==> config.mk <==
export PLATFORM = sky130hd
export DESIGN_NAME = tmrm_ctrl
export DESIGN_NICKNAME = d
export VERILOG_FILES = /design/src/hw/rtl/tmrm_pkg.sv /design/src/hw/rtl/tmrm_ctrl.sv
export SDC_FILE = /design/constraint.sdc
export NUM_CORES = 1
export LEC_CHECK = 0
export BUFFER_PORTS_ARGS = -buffer_cell sky130_fd_sc_hd__buf_2
export CORE_AREA = 2 2 39 41
export DETAILED_ROUTE_END_ITERATION = 10
export DIE_AREA = 0 0 41 43
export PLACE_DENSITY = 0.68
export SETUP_SLACK_MARGIN = 0.4
export SYNTH_ARGS = -nofsm -noshare
export SYNTH_HDL_FRONTEND = slang
export SYNTH_SLANG_ARGS = --single-unit
==> constraint.sdc <==
create_clock -name aclk -period 2 [get_ports aclk]
set_clock_uncertainty 0.05 [all_clocks]
set_input_delay 0.1 -clock aclk [delete_from_list [all_inputs] [get_ports aclk]]
set_output_delay 0.1 -clock aclk [all_outputs]
set_load 0.01 [all_outputs]
==> src/hw/rtl/tmrm_pkg.sv <==
// Shared types and constants for the tile map ray marcher.
package tmrm_pkg;

    // Map size defaults
    localparam int MAP_ROWS_DEF = 64;
    localparam int MAP_COLS_DEF = 64;

    // Input field widths
    localparam int ROW_W    = 6;
    localparam int COL_W    = 6;
    localparam int ORIGIN_W = 19;
    localparam int DIR_W    = 12;

    // Output field widths
    localparam int TEX_W  = 2;
    localparam int TOFF_W = 5;
    localparam int DIST_W = 40;

    // Stream payload widths (padded to bytes)
    localparam int S_TDATA_W = 80;
    localparam int M_TDATA_W = 48;

    // Step limit register
    localparam int              STEPS_W       = 16;
    localparam logic [STEPS_W-1:0] MAX_STEPS_RST = 16'd8192;

    // Internal position: signed Q8 pixels wide enough for a 256-cell map plus one step
    localparam int POS_W      = 24;
    localparam int TILE_SHIFT = 13;
    localparam int CELL_W     = POS_W - 1 - TILE_SHIFT;
    localparam int MAG_W      = POS_W - 1;
    localparam int SQ_W       = 2 * MAG_W;
    localparam int STEP_W     = 11;

    // x / 5 for x below 2^16: (x * 0xCCCD) >> 18
    localparam logic [15:0] RECIP5       = 16'hCCCD;
    localparam int          RECIP5_SHIFT = 18;

    // Texture codes
    localparam logic [TEX_W-1:0] TEX_VERT_NEG = 2'd0;
    localparam logic [TEX_W-1:0] TEX_VERT_POS = 2'd1;
    localparam logic [TEX_W-1:0] TEX_HORZ_NEG = 2'd2;
    localparam logic [TEX_W-1:0] TEX_HORZ_POS = 2'd3;

    // Result status codes
    localparam logic STAT_HIT  = 1'b0;
    localparam logic STAT_MISS = 1'b1;

    // Item kinds
    localparam logic KIND_WRITE = 1'b0;
    localparam logic KIND_CAST  = 1'b1;

    // Controller to datapath commands
    typedef struct packed {
        logic take;        // input channel ready
        logic clr_step;    // clear one map entry
        logic setup;       // derive steps, start at origin
        logic probe_back;  // probe address is the back cell
        logic rd_en;       // issue map read at probe address
        logic advance;     // move one step
        logic mark_side;   // record struck side
        logic side_vert;   // side value to record
        logic diff;        // absolute offsets from origin
        logic sq_x;        // square x offset
        logic sq_y;        // square y offset
        logic out_hit;     // load hit result
        logic out_miss;    // load no-hit result
    } tmrm_cmd_t;

    // Datapath to controller status
    typedef struct packed {
        logic clr_last;    // last entry of the clearing pass
        logic off_map;     // probe position outside the map
        logic wall;        // map read data
        logic step_limit;  // step count reached max_steps
        logic out_full;    // result register occupied
    } tmrm_stat_t;

endpackage

==> src/hw/rtl/tmrm_ctrl.sv <==
// Controller state machine of the ray marcher.
module tmrm_ctrl (
    input  logic                  aclk,
    input  logic                  aresetn,
    input  logic                  s_tvalid,
    input  logic                  s_tuser,
    input  tmrm_pkg::tmrm_stat_t  stat,
    output tmrm_pkg::tmrm_cmd_t   cmd
);

    typedef enum logic [3:0] {
        ST_CLEAR,
        ST_IDLE,
        ST_SETUP,
        ST_PROBE,
        ST_CHECK,
        ST_BPROBE,
        ST_BCHECK,
        ST_DIFF,
        ST_SQX,
        ST_SQY,
        ST_HIT,
        ST_MISS
    } state_t;

    state_t state_reg, state_next;

    // Next state and commands
    always_comb begin
        state_next = state_reg;
        cmd        = '0;
        case (state_reg)
            ST_CLEAR: begin
                cmd.clr_step = 1'b1;
                if (stat.clr_last) begin
                    state_next = ST_IDLE;
                end
            end
            ST_IDLE: begin
                cmd.take = 1'b1;
                if (s_tvalid && (s_tuser == tmrm_pkg::KIND_CAST)) begin
                    state_next = ST_SETUP;
                end
            end
            ST_SETUP: begin
                cmd.setup  = 1'b1;
                state_next = ST_PROBE;
            end
            ST_PROBE: begin
                if (stat.off_map) begin
                    state_next = ST_MISS;
                end else begin
                    cmd.rd_en  = 1'b1;
                    state_next = ST_CHECK;
                end
            end
            ST_CHECK: begin
                if (stat.wall) begin
                    state_next = ST_BPROBE;
                end else if (stat.step_limit) begin
                    state_next = ST_MISS;
                end else begin
                    cmd.advance = 1'b1;
                    state_next  = ST_PROBE;
                end
            end
            ST_BPROBE: begin
                cmd.probe_back = 1'b1;
                if (stat.off_map) begin
                    // back cell off the map counts as open
                    cmd.mark_side = 1'b1;
                    cmd.side_vert = 1'b0;
                    state_next    = ST_DIFF;
                end else begin
                    cmd.rd_en  = 1'b1;
                    state_next = ST_BCHECK;
                end
            end
            ST_BCHECK: begin
                cmd.mark_side = 1'b1;
                cmd.side_vert = stat.wall;
                state_next    = ST_DIFF;
            end
            ST_DIFF: begin
                cmd.diff   = 1'b1;
                state_next = ST_SQX;
            end
            ST_SQX: begin
                cmd.sq_x   = 1'b1;
                state_next = ST_SQY;
            end
            ST_SQY: begin
                cmd.sq_y   = 1'b1;
                state_next = ST_HIT;
            end
            ST_HIT: begin
                if (!stat.out_full) begin
                    cmd.out_hit = 1'b1;
                    state_next  = ST_IDLE;
                end
            end
            ST_MISS: begin
                if (!stat.out_full) begin
                    cmd.out_miss = 1'b1;
                    state_next   = ST_IDLE;
                end
            end
            default: begin
                state_next = ST_IDLE;
            end
        endcase
    end

    // State register
    always_ff @(posedge aclk) begin
        if (!aresetn) begin
            state_reg <= ST_CLEAR;
        end else begin
            state_reg <= state_next;
        end
    end

    // Hit and no-hit results never load together
    a_one_result: assert property (@(posedge aclk) disable iff (!aresetn)
        !(cmd.out_hit && cmd.out_miss))
        else $error("hit and no-hit loaded together");

    // A march step only follows a read that found an open cell
    a_adv_after_rd: assert property (@(posedge aclk) disable iff (!aresetn)
        cmd.advance |-> ($past(cmd.rd_en) && !stat.wall))
        else $error("advance without a map read");

endmodule
==> results.py, run 1 <==
metrics = {
    "timing": {
        "fmax_mhz": 649,
        "hold_viol_final": 0,
        "tns_ns": 0,
        "slew_viol_final": 0,
        "setup_ws_ns": 0.458,
        "fin_crit_sh_pct": 77.1,
        "setup_viol": 0,
        "slew_headroom_pct": 79.1,
        "rsz0062_at_grt": "false",
        "worstMarginPinSlew_ns": 0.314,
        "fin_crit_ns": 1.54,
    },
    "cts": {
        "cts.sinks": 4,
        "cts_max_path_buffers": 2,
        "path_clk_slew_ns": 0.04,
        "root_buffer": "clkbuf_4",
        "cts_tree": "done",
        "cts_buffers": 3,
        "htreeDepth": 1,
        "insertion_delay_ns": 0.23,
    },
    "placement": {
        "gp_congestion": 0.738,
        "numPortBuffers": 21,
        "place.detailed.hpwl_um": 857,
        "place_ws_ns": 0.377,
    },
    "worst_setup_path": {
        "worst_setup_path_start_kind": "register",
        "worst_ep_required_time_ns": 2.06,
        "critPathCaptureType": "register",
        "rrSetupSlack_ns": 0.46,
        "worstSetupPathType": "register to register",
        "slowest_delay_ns": 0.38,
        "r2r-start": "state_reg[0]",
        "critPathArrivalTime_ns": 1.61,
        "worstSetupStartpoint": "state_reg[0]",
        "worstReg2RegEnd": "state_reg[0]",
        "slowest_stage": "dfxtp_4",
        "crit_chain": "or2_4 > or3_1 > a211o_1 > o311a_1",
        "reg2reg_depth": 4,
        "cp_max_fo": 16,
        "cp-endpoint": "state_reg[0]",
    },
    "global_route": {
        "overflow": 0,
        "antenna_found_initial": 0,
        "grt.total_usage_pct": 14.6,
        "grt_pass1_vias": 434,
        "grt_pass1_wl_um": 1760,
        "grt_max_degree": 18,
    },
    "power": {
        "p_sw_share_pct": 35.8,
        "power.density_nw_per_um2": 607,
        "combPwrFrac_pct": 36.7,
        "seqPwrFrac_pct": 35.2,
        "peakVddDrop_mv": 0.305,
        "p_leak_nw": 0.253,
        "power.internal_w": 0.000223,
        "p_clk_share_pct": 28.1,
        "p_sw_w": 0.000124,
    },
    "routing": {
        "drt_wl_total_um": 1140,
        "wl_per_cell_um": 11.4,
        "drt_iter0_markers": 13,
        "dr_total_vias": 537,
        "drc": 0,
        "dr.pass1.iters": 4,
        "ant_nets": 0,
        "viasPerCell": 5.37,
    },
    "synthesis": {
        "ys_ff_latch": 4,
        "synth_area_per_cell_sq_um": 6.64,
        "syn_inst": 65,
        "synth_area_leaders": "dfxtp_1 (19%), nor2_1 (7.8%), nand2b_1 (7.2%)",
        "syn_nets": 74,
        "synth_cell_types": 27,
        "yosys.area.top_type_share_pct": 18.6,
        "synth_seq_area_share_pct": 18.6,
        "syn-cell-area_sq_um": 432,
        "ys_warn_count": 0,
        "yosys.area.top_type": "dfxtp_1",
    },
    "finish": {
        "largest_register_ffs": 4,
        "diodes": 0,
        "drive_gt1_share_pct": 36.9,
        "fin_nets": 95,
        "nFillCells": 156,
        "syn_to_final_growth_pct": 32.2,
    },
    "floorplanning": {
        "die_w_um": 41,
        "start_util_pct": 31.2,
        "core-area_sq_um": 1380,
        "row_count": 14,
        "die-area_sq_um": 1760,
        "top_level_ports": 22,
        "dieHeight_um": 43,
    },
    "outcome": {
        "outcome": "finished clean",
    },
    "flow_run": {
        "cap_violations": 0,
    },
    "hold_path": {
        "hp-class": "input pin to register",
    },
}
-- layout by cell type (no fill, tap or decap), types with 2 or more instances in the layout --
master,instances
o21ai_0,3
nor3b_1,4
nor3_1,6
a21oi_1,3
clkbuf_4,3
nor2b_1,3
a221oi_1,2
dfxtp_2,2
nand2_1,5
dfxtp_4,2
nor2_1,9
buf_2,21
nand2b_1,5
-- worst max-delay path: cells and delay by family (launching register included) --
family,cells,cell delay [ns]
AO/OA/AOI/OAI,2,0.40
flip-flops,1,0.38
AND/OR/NAND/NOR,2,0.59
-- final cells by class --
cell class,count,area [sq um],share of cell area (%)
clock buffers,3,22.5,3.95
inverters,1,3.75,0.658
multi-input cells,55,329,57.7
flip-flops and latches,4,90.1,15.8
well taps,16,20.0,3.51
repair buffers,21,105,18.4
-- per-layer routing --
metal	wire length [um]	track usage [%]	vias to the layer above
met5	0	0	-
met4	0	9.33	0
met3	49	3.66	0
met2	584	21.6	14
met1	506	17.9	249
li1	-	-	274
-- kinds of logic (layout without fill, tap and decap cells) --
family          count (synthesis)  after routing  synth area share, %
mux                             2              2                 4.93
flops                           4              4                 18.6
simple gates                   40             40                 49.6
xor+xnor                        1              1                 2.03
buf+inv                         6             25                 5.80
compound gates                 12             12                 19.1
-- per-stage QoR --
step	area [sq um]	utilization, %	std cells	power, W	hold slack [ns]
finish	571	41.2	100	0.000346	0.0884
global route	571	41.2	100	0.000379	0.0831
CTS	562	40.6	100	0.000351	0.0806
detailed placement	536	38.7	97	0.000246	0.334
global placement	536	38.7	97	0.000245	0.328
floorplan	432	-	65	0.000205	0.178
-- power groups by stage --
| stage | Combinational (W) | Sequential, W | Clock [W] |
|---|---|---|---|
| finish | 0.000127 | 0.000122 | 0.0000974 |
| global route | 0.000140 | 0.000126 | 0.000112 |
| detailed placement | 0.000127 | 0.000119 | 0 |
| CTS | 0.000127 | 0.000120 | 0.000104 |
| global placement | 0.000127 | 0.000118 | 0 |
| floorplan | 0.000107 | 0.0000981 | 0 |
-- Yosys cell counts, drive strengths merged --
cell type and count:
a21oi 3, inv 1, nor3b 4, nor4 1
clkbuf 3, mux2i 1, nand2 5, or2 1
a211o 1, or3 1, nor2 9, nand2b 5
nand3 1, mux2 1, nor2b 4, o311a 1
xnor2 1, a221oi 2, a21boi 1, o21ai 3
nand4 1, buf 2, and2 1, o41ai 1
and3 1, nor3 6, dfxtp 4
-- how the worst min path moves through the flow --
stage                  from           end  slack (ns)  depth (start not counted)
global route        aresetn  state_reg[0]        0.08                          2
detailed placement  aresetn  state_reg[0]        0.33                          2
CTS                 aresetn  state_reg[0]        0.08                          2
floorplan           aresetn  state_reg[3]        0.18                          1
global placement    aresetn  state_reg[0]        0.33                          2
finish              aresetn  state_reg[0]        0.09                          2
-- timing repair --
action                                  in CTS  in global routing
endpoints found under the setup margin       8                  5
buffers inserted                             0                  0
gates resized for setup                      3                  4
hold buffers                                 0                  0
Note: power is estimated with default switching activity, not from simulation.
==> inputs of run 2 (changes only) <==
--- a/config.mk
+++ b/config.mk
@@ -9,7 +9,7 @@
 export CORE_AREA = 2 2 39 41
 export DETAILED_ROUTE_END_ITERATION = 10
 export DIE_AREA = 0 0 41 43
-export PLACE_DENSITY = 0.68
+export PLACE_DENSITY = 0.71
 export SETUP_SLACK_MARGIN = 0.4
 export SYNTH_ARGS = -nofsm -noshare
 export SYNTH_HDL_FRONTEND = slang
==> constraint.sdc (replaced) <==
create_clock -name aclk -period 1.2 [get_ports aclk]
set_clock_uncertainty 0.05 [all_clocks]
set_input_delay 0.06 -clock aclk [delete_from_list [all_inputs] [get_ports aclk]]
set_output_delay 0.06 -clock aclk [all_outputs]
set_load 0.01 [all_outputs]
==> run 2 against run 1 <==
The flow now finishes with violations (negative setup slack). Routed wire length increased by 37%. Fmax rose by 8.4%. Critical path depth unchanged. Die area is the same. Clock-buffer cell count unchanged. Non-clock buffer count rose by 21. First-iteration DRC count fell by 31%. Sequential power up 47%.
==> results.py, run 2 (synthesis results as in run 1) <==
metrics = {
    "worst_setup_path": {
        "slowest_stage": "dfxtp_4",
        "worstSetupPathType": "register to register",
        "critPathCaptureType": "register",
        "worst_setup_path_start_kind": "register",
        "worst_ep_required_time_ns": 1.27,
        "slowest_delay_ns": 0.35,
        "critPathArrivalTime_ns": 1.49,
        "cp_max_fo": 5,
        "crit_chain": "or2_4 > or3_1 > a211o_1 > o311a_1",
    },
    "floorplanning": {
        "core-area_sq_um": 1380,
        "dieHeight_um": 43,
        "die-area_sq_um": 1760,
        "die_w_um": 41,
        "start_util_pct": 31.2,
        "top_level_ports": 22,
        "row_count": 14,
    },
    "timing": {
        "fin_crit_sh_pct": 119,
        "rsz0062_at_grt": "true",
        "worstMarginPinSlew_ns": 0.288,
        "slew_headroom_pct": 80.8,
        "setup_viol": 16,
        "slew_viol_final": 0,
        "tns_ns": -1.97,
        "fmax_mhz": 703,
        "fin_crit_ns": 1.42,
        "hold_viol_final": 0,
        "setup_ws_ns": -0.223,
    },
    "finish": {
        "final_common_cell": "buf_2",
        "drive_gt1_share_pct": 66.7,
        "nFillCells": 115,
        "largest_register_ffs": 4,
        "fin_area_sq_um": 926,
        "diodes": 0,
        "layout_common_cells": "buf_2 (17), buf_6 (12), buf_4 (12), nor2_1 (6)",
        "fin_nets": 116,
        "syn_to_final_growth_pct": 114,
    },
    "global_route": {
        "grt_max_degree": 12,
        "antenna_found_initial": 0,
        "grt_pass1_wl_um": 2460,
        "overflow": 0,
        "grt_pass1_vias": 604,
        "grt.total_usage_pct": 20.6,
    },
    "cts": {
        "insertion_delay_ns": 0.23,
        "cts_buffers": 3,
        "htreeDepth": 1,
        "path_clk_slew_ns": 0.04,
        "root_buffer": "clkbuf_4",
        "cts_max_path_buffers": 2,
        "cts.sinks": 4,
        "cts_tree": "done",
    },
    "flow_run": {
        "cap_violations": 0,
    },
    "power": {
        "p_clk_share_pct": 19.5,
        "p_sw_share_pct": 36.1,
        "combPwrFrac_pct": 59.3,
        "p_leak_nw": 0.408,
        "power.density_nw_per_um2": 910,
        "seqPwrFrac_pct": 21.3,
        "peakVddDrop_mv": 0.692,
        "p_sw_w": 0.000304,
        "power.internal_w": 0.000539,
    },
    "routing": {
        "wl_per_cell_um": 12.9,
        "dr.pass1.iters": 4,
        "drt_iter0_markers": 9,
        "drc": 0,
        "drt_wl_total_um": 1560,
        "ant_nets": 0,
        "viasPerCell": 5.03,
        "dr_total_vias": 609,
    },
    "placement": {
        "placed_area_sq_um": 707,
        "gp_congestion": 0.798,
        "place_ws_ns": -0.192,
        "numPortBuffers": 21,
        "place.detailed.hpwl_um": 970,
    },
    "outcome": {
        "violations": "negative setup slack",
        "outcome": "finished, violations left",
    },
    "hold_path": {
        "hp-class": "input pin to register",
    },
}
[run 2: per-layer routing]
metal  vias up  track usage, %  part of all wire, %
met3         0               0                  4.1
met1       277            22.2                   39
met4         0            12.0                    0
met5         -               0                    0
li1        313               -                    -
met2        19            36.9                   57
[run 2: repair_timing]
item,4_1_cts,5_1_grt
endpoints found under the setup margin,17,17
buffers inserted,6,0
resized for setup,23,12
pin swaps,4,0
hold buffers,0,0
[run 2: path summary, 6_finish.rpt]
path | startpoint | to | slack [ns] | depth (start not counted)
max reg2reg | state_reg[0] | state_reg[0] | -0.22 | 4
min reg2reg | state_reg[3] | state_reg[2] | 0.46 | 2
max | state_reg[0] | state_reg[0] | -0.22 | 4
min | aresetn | state_reg[0] | 0.04 | 2
[run 2: worst max-delay path, delay by kind of cell (launching register included)]
| family | cells | cell delay, ns |
|---|---|---|
| AOI/OAI and AO/OA | 2 | 0.37 |
| and+or+nand+nor | 2 | 0.54 |
| DFF | 1 | 0.35 |
[run 2: per-stage QoR]
stage               util, %  hold slack [ns]  std cells  total power, W
floorplan                 -            0.103         65        0.000387
global placement       51.1            0.279        112        0.000526
detailed placement     51.1            0.280        112        0.000531
CTS                    62.7           0.0301        121        0.000800
global route           66.9           0.0452        121        0.000899
finish                 66.9           0.0367        121        0.000842
[run 2: area by class of cell]
class	count	area, sq um	share of cell area [%]
clock buffer	3	22.5	2.43
inverter	1	3.75	0.405
multi-input combinational	55	462	49.9
sequential	4	92.6	10.0
tap	16	20.0	2.16
timing repair buffer	42	325	35.1
[run 2: power groups by stage]
| stage | registers [W] | clock network, W | logic, W |
|---|---|---|---|
| 2_1_floorplan | 0.000169 | 0 | 0.000218 |
| 3_3_place_gp | 0.000178 | 0 | 0.000348 |
| 3_5_place_dp | 0.000180 | 0 | 0.000351 |
| 4_1_cts | 0.000176 | 0.000176 | 0.000448 |
| 5_1_grt | 0.000182 | 0.000176 | 0.000542 |
| 6_report | 0.000179 | 0.000164 | 0.000499 |
